### src/pckey_pkg.sv
`timescale 1ns / 1ps

package pckey_pkg;

  localparam int unsigned NUM_CLASSES  = 12;
  localparam int unsigned HALF_CLASSES = NUM_CLASSES / 2;
  localparam int unsigned NUM_MODES    = 6;
  localparam int unsigned PITCH_W      = 7;
  localparam int unsigned ROOT_W       = 4;
  localparam int unsigned MODE_W       = 3;
  localparam int unsigned COUNT_W      = 13;
  localparam int unsigned SCORE_W      = 17;
  localparam int unsigned TSUM_W       = 17;
  localparam int unsigned COST_W       = 5;
  localparam int unsigned TENSION_FULL = 18;
  localparam int unsigned FRAC_BITS    = 16;

  localparam int unsigned Q_DEPTH = 2;
  localparam int unsigned Q_PTR_W = 1;
  localparam int unsigned Q_CNT_W = 2;

  localparam logic [ROOT_W-1:0] LAST_ROOT  = 4'd11;
  localparam logic [MODE_W-1:0] LAST_MODE  = 3'd5;
  localparam logic [ROOT_W-1:0] LAST_CLASS = 4'd11;

  typedef enum logic [3:0] {
    B_IDLE,
    B_SCAN,
    B_FLUSH,
    B_TENSION,
    B_SDIV_GO,
    B_SDIV_WAIT,
    B_TDIV_GO,
    B_TDIV_WAIT,
    B_EMIT
  } back_state_e;

  typedef struct packed {
    logic full;
    logic empty;
  } q_status_t;

  // Pitch class by conditional subtraction of 96, 48, 24 and 12.
  function automatic logic [ROOT_W-1:0] pitch_class(input logic [PITCH_W-1:0] pitch);
    logic [PITCH_W-1:0] r;
    r = pitch;
    if (r >= 7'd96) r = r - 7'd96;
    if (r >= 7'd48) r = r - 7'd48;
    if (r >= 7'd24) r = r - 7'd24;
    if (r >= 7'd12) r = r - 7'd12;
    return r[ROOT_W-1:0];
  endfunction

  // Scale membership masks rooted at pitch class zero.
  function automatic logic [NUM_CLASSES-1:0] mode_mask(input logic [MODE_W-1:0] mode);
    logic [NUM_CLASSES-1:0] m;
    case (mode)
      3'd0:    m = 12'hAB5;
      3'd1:    m = 12'h5AD;
      3'd2:    m = 12'h6AD;
      3'd3:    m = 12'h6B5;
      3'd4:    m = 12'h5AB;
      3'd5:    m = 12'hAD5;
      default: m = '0;
    endcase
    return m;
  endfunction

  // Mask rotated up by the root.
  function automatic logic [NUM_CLASSES-1:0] tmpl_mask(input logic [ROOT_W-1:0] root,
                                                       input logic [MODE_W-1:0] mode);
    logic [2*NUM_CLASSES-1:0] twice;
    twice = {mode_mask(mode), mode_mask(mode)} << root;
    return twice[2*NUM_CLASSES-1:NUM_CLASSES];
  endfunction

  // Weight times folded distance between a class and the root.
  function automatic logic [COST_W-1:0] dist_cost(input logic [ROOT_W-1:0] pc,
                                                  input logic [ROOT_W-1:0] root);
    logic [ROOT_W-1:0] diff;
    logic [ROOT_W-1:0] d;
    logic [COST_W-1:0] c;
    diff = (pc >= root) ? pc - root : pc + 4'd12 - root;
    d    = (diff > 4'd6) ? 4'd12 - diff : diff;
    case (d)
      4'd0:    c = 5'd0;
      4'd1:    c = 5'd3;
      4'd2:    c = 5'd4;
      4'd3:    c = 5'd9;
      4'd4:    c = 5'd4;
      4'd5:    c = 5'd5;
      4'd6:    c = 5'd18;
      default: c = 5'd0;
    endcase
    return c;
  endfunction

endpackage

### src/pckey_front.sv
`timescale 1ns / 1ps

module pckey_front #(
  parameter int unsigned MAX_NOTES = 4096,
  parameter int unsigned CW        = 13
) (
  input  logic                                            clk_i,
  input  logic                                            rst_ni,
  input  logic                                            in_valid_i,
  output logic                                            in_ready_o,
  input  logic [pckey_pkg::PITCH_W-1:0]                   pitch_i,
  input  logic                                            last_i,
  input  pckey_pkg::q_status_t                            q_status_i,
  output logic                                            push_o,
  output logic [pckey_pkg::NUM_CLASSES-1:0][CW-1:0]       push_bins_o,
  output logic [CW-1:0]                                   push_n_o
);
  import pckey_pkg::*;

  logic [NUM_CLASSES-1:0][CW-1:0] hist_q, hist_d;
  logic [CW-1:0]                  seen_q, seen_d;
  logic                           accept;
  logic                           room;
  logic [ROOT_W-1:0]              pc;

  assign in_ready_o = !q_status_i.full;
  assign accept     = in_valid_i && in_ready_o;
  assign pc         = pitch_class(pitch_i);
  assign room       = seen_q < CW'(MAX_NOTES);

  always_comb begin
    hist_d = hist_q;
    seen_d = seen_q;
    if (accept && room) begin
      hist_d[pc] = hist_q[pc] + CW'(1);
      seen_d     = seen_q + CW'(1);
    end
  end

  // The closing note is included in the pushed set.
  assign push_o      = accept && last_i;
  assign push_bins_o = hist_d;
  assign push_n_o    = seen_d;

  always_ff @(posedge clk_i or negedge rst_ni) begin
    if (!rst_ni) begin
      hist_q <= '0;
      seen_q <= '0;
    end else if (push_o) begin
      hist_q <= '0;
      seen_q <= '0;
    end else begin
      hist_q <= hist_d;
      seen_q <= seen_d;
    end
  end

endmodule

### src/pckey_queue.sv
`timescale 1ns / 1ps

module pckey_queue #(
  parameter int unsigned CW = 13
) (
  input  logic                                      clk_i,
  input  logic                                      rst_ni,
  input  logic                                      push_i,
  input  logic [pckey_pkg::NUM_CLASSES-1:0][CW-1:0] push_bins_i,
  input  logic [CW-1:0]                             push_n_i,
  input  logic                                      pop_i,
  output pckey_pkg::q_status_t                      status_o,
  output logic [pckey_pkg::NUM_CLASSES-1:0][CW-1:0] head_bins_o,
  output logic [CW-1:0]                             head_n_o
);
  import pckey_pkg::*;

  logic [NUM_CLASSES-1:0][CW-1:0] bins_q [Q_DEPTH];
  logic [CW-1:0]                  n_q    [Q_DEPTH];
  logic [Q_PTR_W-1:0]             wr_ptr_q, rd_ptr_q;
  logic [Q_CNT_W-1:0]             cnt_q;

  always_ff @(posedge clk_i) begin
    if (push_i) begin
      bins_q[wr_ptr_q] <= push_bins_i;
      n_q[wr_ptr_q]    <= push_n_i;
    end
  end

  always_ff @(posedge clk_i or negedge rst_ni) begin
    if (!rst_ni) begin
      wr_ptr_q <= '0;
      rd_ptr_q <= '0;
      cnt_q    <= '0;
    end else begin
      if (push_i) wr_ptr_q <= wr_ptr_q + 1'b1;
      if (pop_i)  rd_ptr_q <= rd_ptr_q + 1'b1;
      if (push_i && !pop_i) begin
        cnt_q <= cnt_q + 1'b1;
      end else if (pop_i && !push_i) begin
        cnt_q <= cnt_q - 1'b1;
      end
    end
  end

  assign status_o.full  = cnt_q == Q_CNT_W'(Q_DEPTH);
  assign status_o.empty = cnt_q == '0;
  assign head_bins_o    = bins_q[rd_ptr_q];
  assign head_n_o       = n_q[rd_ptr_q];

  a_cnt_bound : assert property (@(posedge clk_i) disable iff (!rst_ni)
    cnt_q <= Q_CNT_W'(Q_DEPTH))
    else $error("set queue occupancy beyond its depth");

endmodule

### src/pckey_div.sv
`timescale 1ns / 1ps

module pckey_div #(
  parameter int unsigned DW = 18
) (
  input  logic                            clk_i,
  input  logic                            rst_ni,
  input  logic                            start_i,
  input  logic [DW-1:0]                   num_i,
  input  logic [DW-1:0]                   den_i,
  output logic                            done_o,
  output logic [pckey_pkg::SCORE_W-1:0]   quot_o
);
  import pckey_pkg::*;

  localparam int unsigned STEP_W = $clog2(SCORE_W);

  logic [DW:0]        rem_q;
  logic [DW-1:0]      den_q;
  logic [SCORE_W-1:0] quot_q;
  logic [STEP_W-1:0]  step_q;
  logic               busy_q, done_q;
  logic [DW:0]        trial;
  logic               take;

  // Numerator never exceeds the denominator, so the first step compares
  // without a shift and every later step is an ordinary restoring step.
  assign trial = (step_q == '0) ? rem_q : {rem_q[DW-1:0], 1'b0};
  assign take  = trial >= {1'b0, den_q};

  always_ff @(posedge clk_i) begin
    if (start_i) begin
      rem_q  <= {1'b0, num_i};
      den_q  <= den_i;
      quot_q <= '0;
    end else if (busy_q) begin
      rem_q  <= take ? trial - {1'b0, den_q} : trial;
      quot_q <= {quot_q[SCORE_W-2:0], take};
    end
  end

  always_ff @(posedge clk_i or negedge rst_ni) begin
    if (!rst_ni) begin
      busy_q <= 1'b0;
      done_q <= 1'b0;
      step_q <= '0;
    end else if (start_i) begin
      busy_q <= 1'b1;
      done_q <= 1'b0;
      step_q <= '0;
    end else if (busy_q) begin
      if (step_q == STEP_W'(SCORE_W - 1)) begin
        busy_q <= 1'b0;
        done_q <= 1'b1;
      end else begin
        step_q <= step_q + 1'b1;
      end
    end else begin
      done_q <= 1'b0;
    end
  end

  assign done_o = done_q;
  assign quot_o = (den_q == '0) ? '0 : quot_q;

  a_no_restart : assert property (@(posedge clk_i) disable iff (!rst_ni)
    start_i |-> !busy_q)
    else $error("divider started while busy");

  a_rem_bound : assert property (@(posedge clk_i) disable iff (!rst_ni)
    (done_q && den_q != '0) |-> rem_q < {1'b0, den_q})
    else $error("divider remainder not below the divisor");

endmodule

### src/pckey_back.sv
`timescale 1ns / 1ps

module pckey_back #(
  parameter int unsigned CW = 13
) (
  input  logic                                      clk_i,
  input  logic                                      rst_ni,
  input  pckey_pkg::q_status_t                      q_status_i,
  input  logic [pckey_pkg::NUM_CLASSES-1:0][CW-1:0] head_bins_i,
  input  logic [CW-1:0]                             head_n_i,
  output logic                                      pop_o,
  output logic                                      out_valid_o,
  input  logic                                      out_ready_i,
  output logic [pckey_pkg::ROOT_W-1:0]              key_root_o,
  output logic [pckey_pkg::MODE_W-1:0]              best_mode_o,
  output logic [pckey_pkg::COUNT_W-1:0]             in_scale_count_o,
  output logic [pckey_pkg::COUNT_W-1:0]             note_count_o,
  output logic [pckey_pkg::SCORE_W-1:0]             scale_score_o,
  output logic [pckey_pkg::TSUM_W-1:0]              tension_sum_o,
  output logic [pckey_pkg::SCORE_W-1:0]             tension_score_o,
  output logic [pckey_pkg::ROOT_W-1:0]              distinct_classes_o
);
  import pckey_pkg::*;

  localparam int unsigned TW = CW + 5;

  back_state_e state_q, state_d;

  logic scan_en, tens_init, tens_en, div_start, div_sel_t, sscore_ld, emit, out_free;

  logic [ROOT_W-1:0]      root_q;
  logic [MODE_W-1:0]      mode_q;
  logic [NUM_CLASSES-1:0] mask;
  logic [CW-1:0]          lo_sum, hi_sum, lo_q, hi_q, pair_cnt;
  logic [ROOT_W-1:0]      pair_root_q;
  logic [MODE_W-1:0]      pair_mode_q;
  logic                   pair_vld_q;
  logic [CW-1:0]          best_cnt_q;
  logic [ROOT_W-1:0]      key_root_q;
  logic [MODE_W-1:0]      best_mode_q;

  logic [ROOT_W-1:0]      pc_q;
  logic [CW-1:0]          bin;
  logic [TW-1:0]          term;
  logic [TW-1:0]          tension_q;
  logic [ROOT_W-1:0]      distinct_q;
  logic [TW-1:0]          full;
  logic [TW-1:0]          div_num, div_den;
  logic                   div_done;
  logic [SCORE_W-1:0]     div_quot;
  logic [SCORE_W-1:0]     sscore_q;
  logic                   out_valid_q;

  always_comb begin
    state_d = state_q;
    case (state_q)
      B_IDLE:      if (!q_status_i.empty) state_d = B_SCAN;
      B_SCAN:      if (root_q == LAST_ROOT && mode_q == LAST_MODE) state_d = B_FLUSH;
      B_FLUSH:     state_d = B_TENSION;
      B_TENSION:   if (pc_q == LAST_CLASS) state_d = B_SDIV_GO;
      B_SDIV_GO:   state_d = B_SDIV_WAIT;
      B_SDIV_WAIT: if (div_done) state_d = B_TDIV_GO;
      B_TDIV_GO:   state_d = B_TDIV_WAIT;
      B_TDIV_WAIT: if (div_done) state_d = B_EMIT;
      B_EMIT:      if (out_free) state_d = B_IDLE;
      default:     state_d = B_IDLE;
    endcase
  end

  assign out_free = !out_valid_q || out_ready_i;

  always_comb begin
    scan_en   = 1'b0;
    tens_init = 1'b0;
    tens_en   = 1'b0;
    div_start = 1'b0;
    div_sel_t = 1'b0;
    sscore_ld = 1'b0;
    emit      = 1'b0;
    case (state_q)
      B_SCAN:      scan_en = 1'b1;
      B_FLUSH:     tens_init = 1'b1;
      B_TENSION:   tens_en = 1'b1;
      B_SDIV_GO:   div_start = 1'b1;
      B_SDIV_WAIT: sscore_ld = div_done;
      B_TDIV_GO: begin
        div_start = 1'b1;
        div_sel_t = 1'b1;
      end
      B_EMIT:      emit = out_free;
      default: ;
    endcase
  end

  always_ff @(posedge clk_i or negedge rst_ni) begin
    if (!rst_ni) begin
      state_q <= B_IDLE;
    end else begin
      state_q <= state_d;
    end
  end

  // Template scan: partial sums over both halves of the classes, then compare.
  always_comb begin
    mask   = tmpl_mask(root_q, mode_q);
    lo_sum = '0;
    hi_sum = '0;
    for (int i = 0; i < HALF_CLASSES; i++) begin
      if (mask[i]) lo_sum = lo_sum + head_bins_i[i];
      if (mask[i+HALF_CLASSES]) hi_sum = hi_sum + head_bins_i[i+HALF_CLASSES];
    end
  end

  assign pair_cnt = lo_q + hi_q;

  always_ff @(posedge clk_i) begin
    lo_q        <= lo_sum;
    hi_q        <= hi_sum;
    pair_root_q <= root_q;
    pair_mode_q <= mode_q;
  end

  always_ff @(posedge clk_i or negedge rst_ni) begin
    if (!rst_ni) begin
      root_q      <= '0;
      mode_q      <= '0;
      pair_vld_q  <= 1'b0;
      best_cnt_q  <= '0;
      key_root_q  <= '0;
      best_mode_q <= '0;
    end else begin
      pair_vld_q <= scan_en;
      if (state_q == B_IDLE) begin
        root_q      <= '0;
        mode_q      <= '0;
        best_cnt_q  <= '0;
        key_root_q  <= '0;
        best_mode_q <= '0;
      end else begin
        if (scan_en) begin
          if (mode_q == LAST_MODE) begin
            mode_q <= '0;
            root_q <= root_q + 1'b1;
          end else begin
            mode_q <= mode_q + 1'b1;
          end
        end
        // Only a strictly larger count replaces the best, so the first wins.
        if (pair_vld_q && pair_cnt > best_cnt_q) begin
          best_cnt_q  <= pair_cnt;
          key_root_q  <= pair_root_q;
          best_mode_q <= pair_mode_q;
        end
      end
    end
  end

  // Tension and distinct classes, one class per cycle.
  assign bin  = head_bins_i[pc_q];
  assign term = TW'(bin) * TW'(dist_cost(pc_q, key_root_q));

  always_ff @(posedge clk_i) begin
    if (tens_init) begin
      pc_q       <= '0;
      tension_q  <= '0;
      distinct_q <= '0;
    end else if (tens_en) begin
      pc_q       <= pc_q + 1'b1;
      tension_q  <= tension_q + term;
      distinct_q <= distinct_q + {{(ROOT_W-1){1'b0}}, bin != '0};
    end
  end

  assign full    = TW'(head_n_i) * TW'(TENSION_FULL);
  assign div_num = div_sel_t ? ((tension_q < full) ? full - tension_q : '0) : TW'(best_cnt_q);
  assign div_den = div_sel_t ? full : TW'(head_n_i);

  pckey_div #(
    .DW(TW)
  ) u_div (
    .clk_i  (clk_i),
    .rst_ni (rst_ni),
    .start_i(div_start),
    .num_i  (div_num),
    .den_i  (div_den),
    .done_o (div_done),
    .quot_o (div_quot)
  );

  always_ff @(posedge clk_i) begin
    if (sscore_ld) sscore_q <= div_quot;
  end

  always_ff @(posedge clk_i) begin
    if (emit) begin
      key_root_o         <= key_root_q;
      best_mode_o        <= best_mode_q;
      in_scale_count_o   <= COUNT_W'(best_cnt_q);
      note_count_o       <= COUNT_W'(head_n_i);
      scale_score_o      <= sscore_q;
      tension_sum_o      <= TSUM_W'(tension_q);
      tension_score_o    <= div_quot;
      distinct_classes_o <= distinct_q;
    end
  end

  always_ff @(posedge clk_i or negedge rst_ni) begin
    if (!rst_ni) begin
      out_valid_q <= 1'b0;
    end else if (emit) begin
      out_valid_q <= 1'b1;
    end else if (out_ready_i) begin
      out_valid_q <= 1'b0;
    end
  end

  assign out_valid_o = out_valid_q;
  assign pop_o       = emit;

  a_busy_has_set : assert property (@(posedge clk_i) disable iff (!rst_ni)
    state_q != B_IDLE |-> !q_status_i.empty)
    else $error("set processing without a queued set");

  a_best_bound : assert property (@(posedge clk_i) disable iff (!rst_ni)
    state_q == B_TENSION |-> best_cnt_q <= head_n_i)
    else $error("in-scale count above the note count");

  a_emit_sane : assert property (@(posedge clk_i) disable iff (!rst_ni)
    state_q == B_EMIT |-> (tension_q <= full && distinct_q != '0))
    else $error("tension or distinct count out of range at result");

endmodule

### src/pitch_class_key_analysis_top.sv
// Each accepted note transaction only updates the histogram.
// A note marked last closes the set; with an idle back end its result is offered after the
// 72-pair template scan, a 12-class tension pass and two 17-step divisions. Sets are
// analysed one at a time; two closed sets may queue, and the input stalls only while both
// queue entries are taken.
// Asynchronous active-low reset empties the histogram, the set queue and the result register.
`timescale 1ns / 1ps

module pitch_class_key_analysis_top #(
  parameter int unsigned MAX_NOTES = 4096
) (
  input  logic                               clk_i,
  input  logic                               rst_ni,
  input  logic                               in_valid_i,
  output logic                               in_ready_o,
  input  logic [pckey_pkg::PITCH_W-1:0]      pitch_i,
  input  logic                               last_i,
  output logic                               out_valid_o,
  input  logic                               out_ready_i,
  output logic [pckey_pkg::ROOT_W-1:0]       key_root_o,
  output logic [pckey_pkg::MODE_W-1:0]       best_mode_o,
  output logic [pckey_pkg::COUNT_W-1:0]      in_scale_count_o,
  output logic [pckey_pkg::COUNT_W-1:0]      note_count_o,
  output logic [pckey_pkg::SCORE_W-1:0]      scale_score_o,
  output logic [pckey_pkg::TSUM_W-1:0]       tension_sum_o,
  output logic [pckey_pkg::SCORE_W-1:0]      tension_score_o,
  output logic [pckey_pkg::ROOT_W-1:0]       distinct_classes_o
);
  import pckey_pkg::*;

  // Bin and note counters must hold MAX_NOTES itself.
  localparam int unsigned CW = $clog2(MAX_NOTES + 1);

  q_status_t                      q_status;
  logic                           push, pop;
  logic [NUM_CLASSES-1:0][CW-1:0] push_bins, head_bins;
  logic [CW-1:0]                  push_n, head_n;

  // The front end counts pitch classes and hands each closed set to the queue,
  // so new notes keep flowing while the back end is still analysing, unless the queue is full.
  pckey_front #(
    .MAX_NOTES(MAX_NOTES),
    .CW       (CW)
  ) u_front (
    .clk_i      (clk_i),
    .rst_ni     (rst_ni),
    .in_valid_i (in_valid_i),
    .in_ready_o (in_ready_o),
    .pitch_i    (pitch_i),
    .last_i     (last_i),
    .q_status_i (q_status),
    .push_o     (push),
    .push_bins_o(push_bins),
    .push_n_o   (push_n)
  );

  pckey_queue #(
    .CW(CW)
  ) u_queue (
    .clk_i      (clk_i),
    .rst_ni     (rst_ni),
    .push_i     (push),
    .push_bins_i(push_bins),
    .push_n_i   (push_n),
    .pop_i      (pop),
    .status_o   (q_status),
    .head_bins_o(head_bins),
    .head_n_o   (head_n)
  );

  // The back end reads the set at the head of the queue, finds the best key,
  // scores it, and releases the entry once the result is registered.
  pckey_back #(
    .CW(CW)
  ) u_back (
    .clk_i             (clk_i),
    .rst_ni            (rst_ni),
    .q_status_i        (q_status),
    .head_bins_i       (head_bins),
    .head_n_i          (head_n),
    .pop_o             (pop),
    .out_valid_o       (out_valid_o),
    .out_ready_i       (out_ready_i),
    .key_root_o        (key_root_o),
    .best_mode_o       (best_mode_o),
    .in_scale_count_o  (in_scale_count_o),
    .note_count_o      (note_count_o),
    .scale_score_o     (scale_score_o),
    .tension_sum_o     (tension_sum_o),
    .tension_score_o   (tension_score_o),
    .distinct_classes_o(distinct_classes_o)
  );

endmodule

### config.mk
export PLATFORM = sky130hd
export DESIGN_NAME = pitch_class_key_analysis_top
export DESIGN_NICKNAME = d
export VERILOG_FILES = /design/src/pckey_pkg.sv /design/src/pckey_front.sv /design/src/pckey_queue.sv /design/src/pckey_div.sv /design/src/pckey_back.sv /design/src/pitch_class_key_analysis_top.sv
export SDC_FILE = /design/constraint.sdc
export NUM_CORES = 2
export LEC_CHECK = 0
export ABC_CLOCK_PERIOD_IN_PS = 26700
export BUFFER_PORTS_ARGS = -buffer_cell sky130_fd_sc_hd__clkbuf_2
export CAP_MARGIN = 10
export CORE_UTILIZATION = 47
export CTS_CLUSTER_DIAMETER = 30
export DETAILED_ROUTE_END_ITERATION = 16
export GPL_TIMING_DRIVEN = 0
export SLEW_MARGIN = 10
export SYNTH_ARGS = -nofsm -noshare
export SYNTH_HDL_FRONTEND = slang
export SYNTH_HIERARCHICAL = 1
export SYNTH_SLANG_ARGS = --single-unit
### constraint.sdc
create_clock -name clk_i -period 26.7 [get_ports clk_i]
set_input_delay 2.67 -clock clk_i [delete_from_list [all_inputs] [get_ports clk_i]]
set_output_delay 2.67 -clock clk_i [all_outputs]
set_load 0.02 [all_outputs]
==> metrics.csv <==
stage,metric,value,unit
status,outcome,"finished, final reports clean",
finish,final instance area,0.0574,mm2
placed_design,IO buf count,101,
cts,htree depth,4,
floorplanning,core area,0.102,mm2
worst_setup_path,Crit. End Element,register,
synth,dominant synthesized flop cell,edfxtp_1,
placed_design,Placed Cells,6015,
timing,setup TNS,0,ps
pwr,Internal Power,0.00402,W
synth,Ys Warns,6,
placed_design,GPL Wtd Cong,0.975,
worst_setup_path,CP peak stage delay,760,ps
routing,drt drc,0,
synth,synth top area cells,"edfxtp_1 (29%), dfrtp_1 (11%), ha_1 (6.4%), mux4_2 (3.6%), mux2_2 (3.5%)",
pwr,switching share of total power,0.380,
finish,# fillers,8799,
global_route,vias in the first global route,37000,
pwr,clock power share,0.325,
timing,Fin. Hold Viols,0,
routing,first-pass iteration count of the detailed router,6,
cts,Skew-Pair Late Insertion Delay,790,ps
synth,syn_area_per_cell,10.8,um2
routing,Post-Route WL,159,mm
job,maxcap violations,0,
cts,clk sinks,769,
synth,sequential share of the synthesized area,0.435,
pwr,Comb pwr share,0.439,
global_route,largest net degree at the start of global routing,94,
timing,# setup viols final,0,
timing,Slew HR,0.0995,
synth,syn nets,4858,
global_route,GRT Overall Usage,0.299,
timing,count of final max-slew check failures,0,
pwr,leakage power,23.6,nW
finish,Final Non-Filler Cells,6329,
global_route,first-pass GRT wire length,236,mm
cts,CTS root buf,clkbuf_16,
routing,average wire per standard cell,25.1,um
worst_setup_path,CP Data Required Time,27310,ps
synth,Syn Std Cell Area,0.0488,mm2
routing,DR vias,37900,
finish,Nets,5143,
cts,clock transition at the registers of the reported paths,50,ps
cts,postcts setup bufs,0,
pwr,Peak VDD IR,0.101,mV
timing,final hold slack,351,ps
routing,DR iter-0 viols,3480,
timing,post-route clock period utilization,0.428,
synth,"top cells by count, synth","edfxtp_1 (479), nand2_1 (386), a21oi_1 (304)",
pwr,Seq pwr share,0.236,
cts,cts repair resizes,0,
timing,RSZ-0062 raised after global routing,no,
synth,Synth area leader,edfxtp_1,
synth,most frequent cell after synthesis,edfxtp_1,
synth,share of the synthesized area in the top cell type,0.294,
worst_setup_path,slowest CP cell,a211oi_4,
pwr,"Power, Total",0.00649,W
worst_setup_path,"Max FO, Critical Path",10,
synth,Post-synth EDFFs,479,
routing,Vias per Instance,5.99,
timing,Worst-Margin Slew,1340,ps
synth,Gate Count Post-Synth,4529,
worst_setup_path,startpoint type of the worst setup path,register,
cts,TritonCTS clock tree,yes,
floorplanning,IO Pins,102,
placed_design,Final HPWL DP,124,mm
global_route,initial antenna violation count,0,
finish,share of cells above drive strength 1,0.188,
timing,Final Critical Period,11440,ps
cts,Longest Clk Path Bufs,3,
timing,fmax,87.4,MHz
pwr,Sw Pwr,0.00247,W
placed_design,dpl cell area,0.0515,mm2
floorplanning,row cnt,117,
worst_hold_path,HP Class,reg -> reg,
cts,Post-CTS Hold Buffers,0,
synth,Yosys cell types,123,
floorplanning,Die Wd,324,um
worst_setup_path,CP Class,reg -> reg,
finish,P&R area growth vs syn,17.5,%
synth,"Async S/R FF share, synth",0.277,
floorplanning,Die Height,324,um
floorplanning,Die ar.,0.105,mm2
timing,Clock Skew,54.6,ps
global_route,GRT overflow,0,
synth,Yosys reg bits,769,
worst_setup_path,Worst Path Arrival,12050,ps
cts,Inserted Clock Buffers,165,
floorplanning,Starting Density,0.477,
routing,DRT antenna net count,0,
pwr,Pwr Density,113,mW/mm2
==> power groups by stage <==
stage / logic [W] / clock network [W] / registers [W]
2_1_floorplan: 0.00210 / 0 / 0.00154
3_3_place_gp: 0.00275 / 0 / 0.00157
3_5_place_dp: 0.00281 / 0 / 0.00155
4_1_cts: 0.00283 / 0.00213 / 0.00153
5_1_grt: 0.00315 / 0.00220 / 0.00154
6_report: 0.00285 / 0.00211 / 0.00153
==> state kept, by name, indices dropped and copies added (netlist names), 17 cells and up <==
name                    cells
u_back/tension_sum_o       17
u_back/u_div/quot_q        17
u_back/sscore_q            17
u_queue/n_q                26
u_front/hist_q            156
u_queue/bins_q            312
u_back/tension_score_o     17
u_back/u_div/rem_q         19
u_back/scale_score_o       17
u_back/tension_q           18
u_back/u_div/den_q         18
==> worst paths after layout <==
check	cells past startpoint	slack, ps	from	end
max	49	15260	u_back/mode_q[1]	u_back/lo_q[12]
min in group asynchronous	1	1850	rst_ni	u_back/out_valid_o
min	0	350	u_back/root_q[2]	u_back/pair_root_q[2]
max reg2reg	49	15260	u_back/mode_q[1]	u_back/lo_q[12]
max in group asynchronous	3	23490	rst_ni	u_front/hist_q[105]
min reg2reg	0	350	u_back/root_q[2]	u_back/pair_root_q[2]
==> cell families (layout without fill, tap and decap cells) <==
family	count (synthesis)	after routing	share of synthesized area
fa+ha+maj	317	317	0.0914
flops	769	769	0.435
other cells	0	3	0
xor+xnor	201	201	0.0375
simple gates	1297	1297	0.129
buf+inv	486	915	0.0433
compound gates	1054	1054	0.145
mux	405	405	0.118
==> per-stage QoR <==
stage                util  setup slack (ps)
floorplan               -             14840
global placement    0.499              9200
detailed placement  0.503             15430
CTS                 0.561             15290
global route        0.561             14560
finish              0.561             15260
==> cell type report <==
cell class,instances,area (um2),share of cell area
Tap cell,1368,1710,0.0298
Antenna cell,3,7.51,0.000131
Multi-Input combinational cell,3274,25500,0.445
Clock buffer,198,4460,0.0777
Clock inverter,113,1440,0.0251
Inverter,229,860,0.0150
Buffer,257,1250,0.0219
Sequential cell,769,21300,0.370
Timing Repair Buffer,118,886,0.0154
==> critical path: cells and delay by family, from the launching register on <==
kind | cells | cell delay, ps
compound gates | 19 | 4470
fa+ha+maj | 6 | 1940
simple gates | 11 | 1650
buf+inv | 6 | 1280
xor+xnor | 6 | 1240
flops | 1 | 370
mux | 1 | 300
==> per-layer routing <==
metal | GRT usage | wire, um
met5 | 0 | 0
met4 | 0.181 | 10300
met3 | 0.0517 | 11100
met2 | 0.479 | 72600
met1 | 0.379 | 64500
==> cell usage in the layout (no fill, tap or decap), types with 54 or more instances in the layout <==
cell,count
a21o_1,54
a31oi_1,55
nor2_1,284
mux2i_1,65
dfxtp_1,77
nand3_1,152
xnor2_1,132
clkbuf_16,168
clkbuf_2,100
and2_1,85
a211oi_1,86
edfxtp_1,479
mux2_4,108
mux4_2,78
nand2_1,386
clkbuf_1,185
nor3_1,80
dfrtp_1,213
fa_1,66
inv_1,222
ha_1,251
xor2_1,64
nor2b_1,54
nand4_1,70
o21ai_0,192
a21oi_1,304
mux2_2,151
Note: power is estimated with default switching activity, not from simulation.
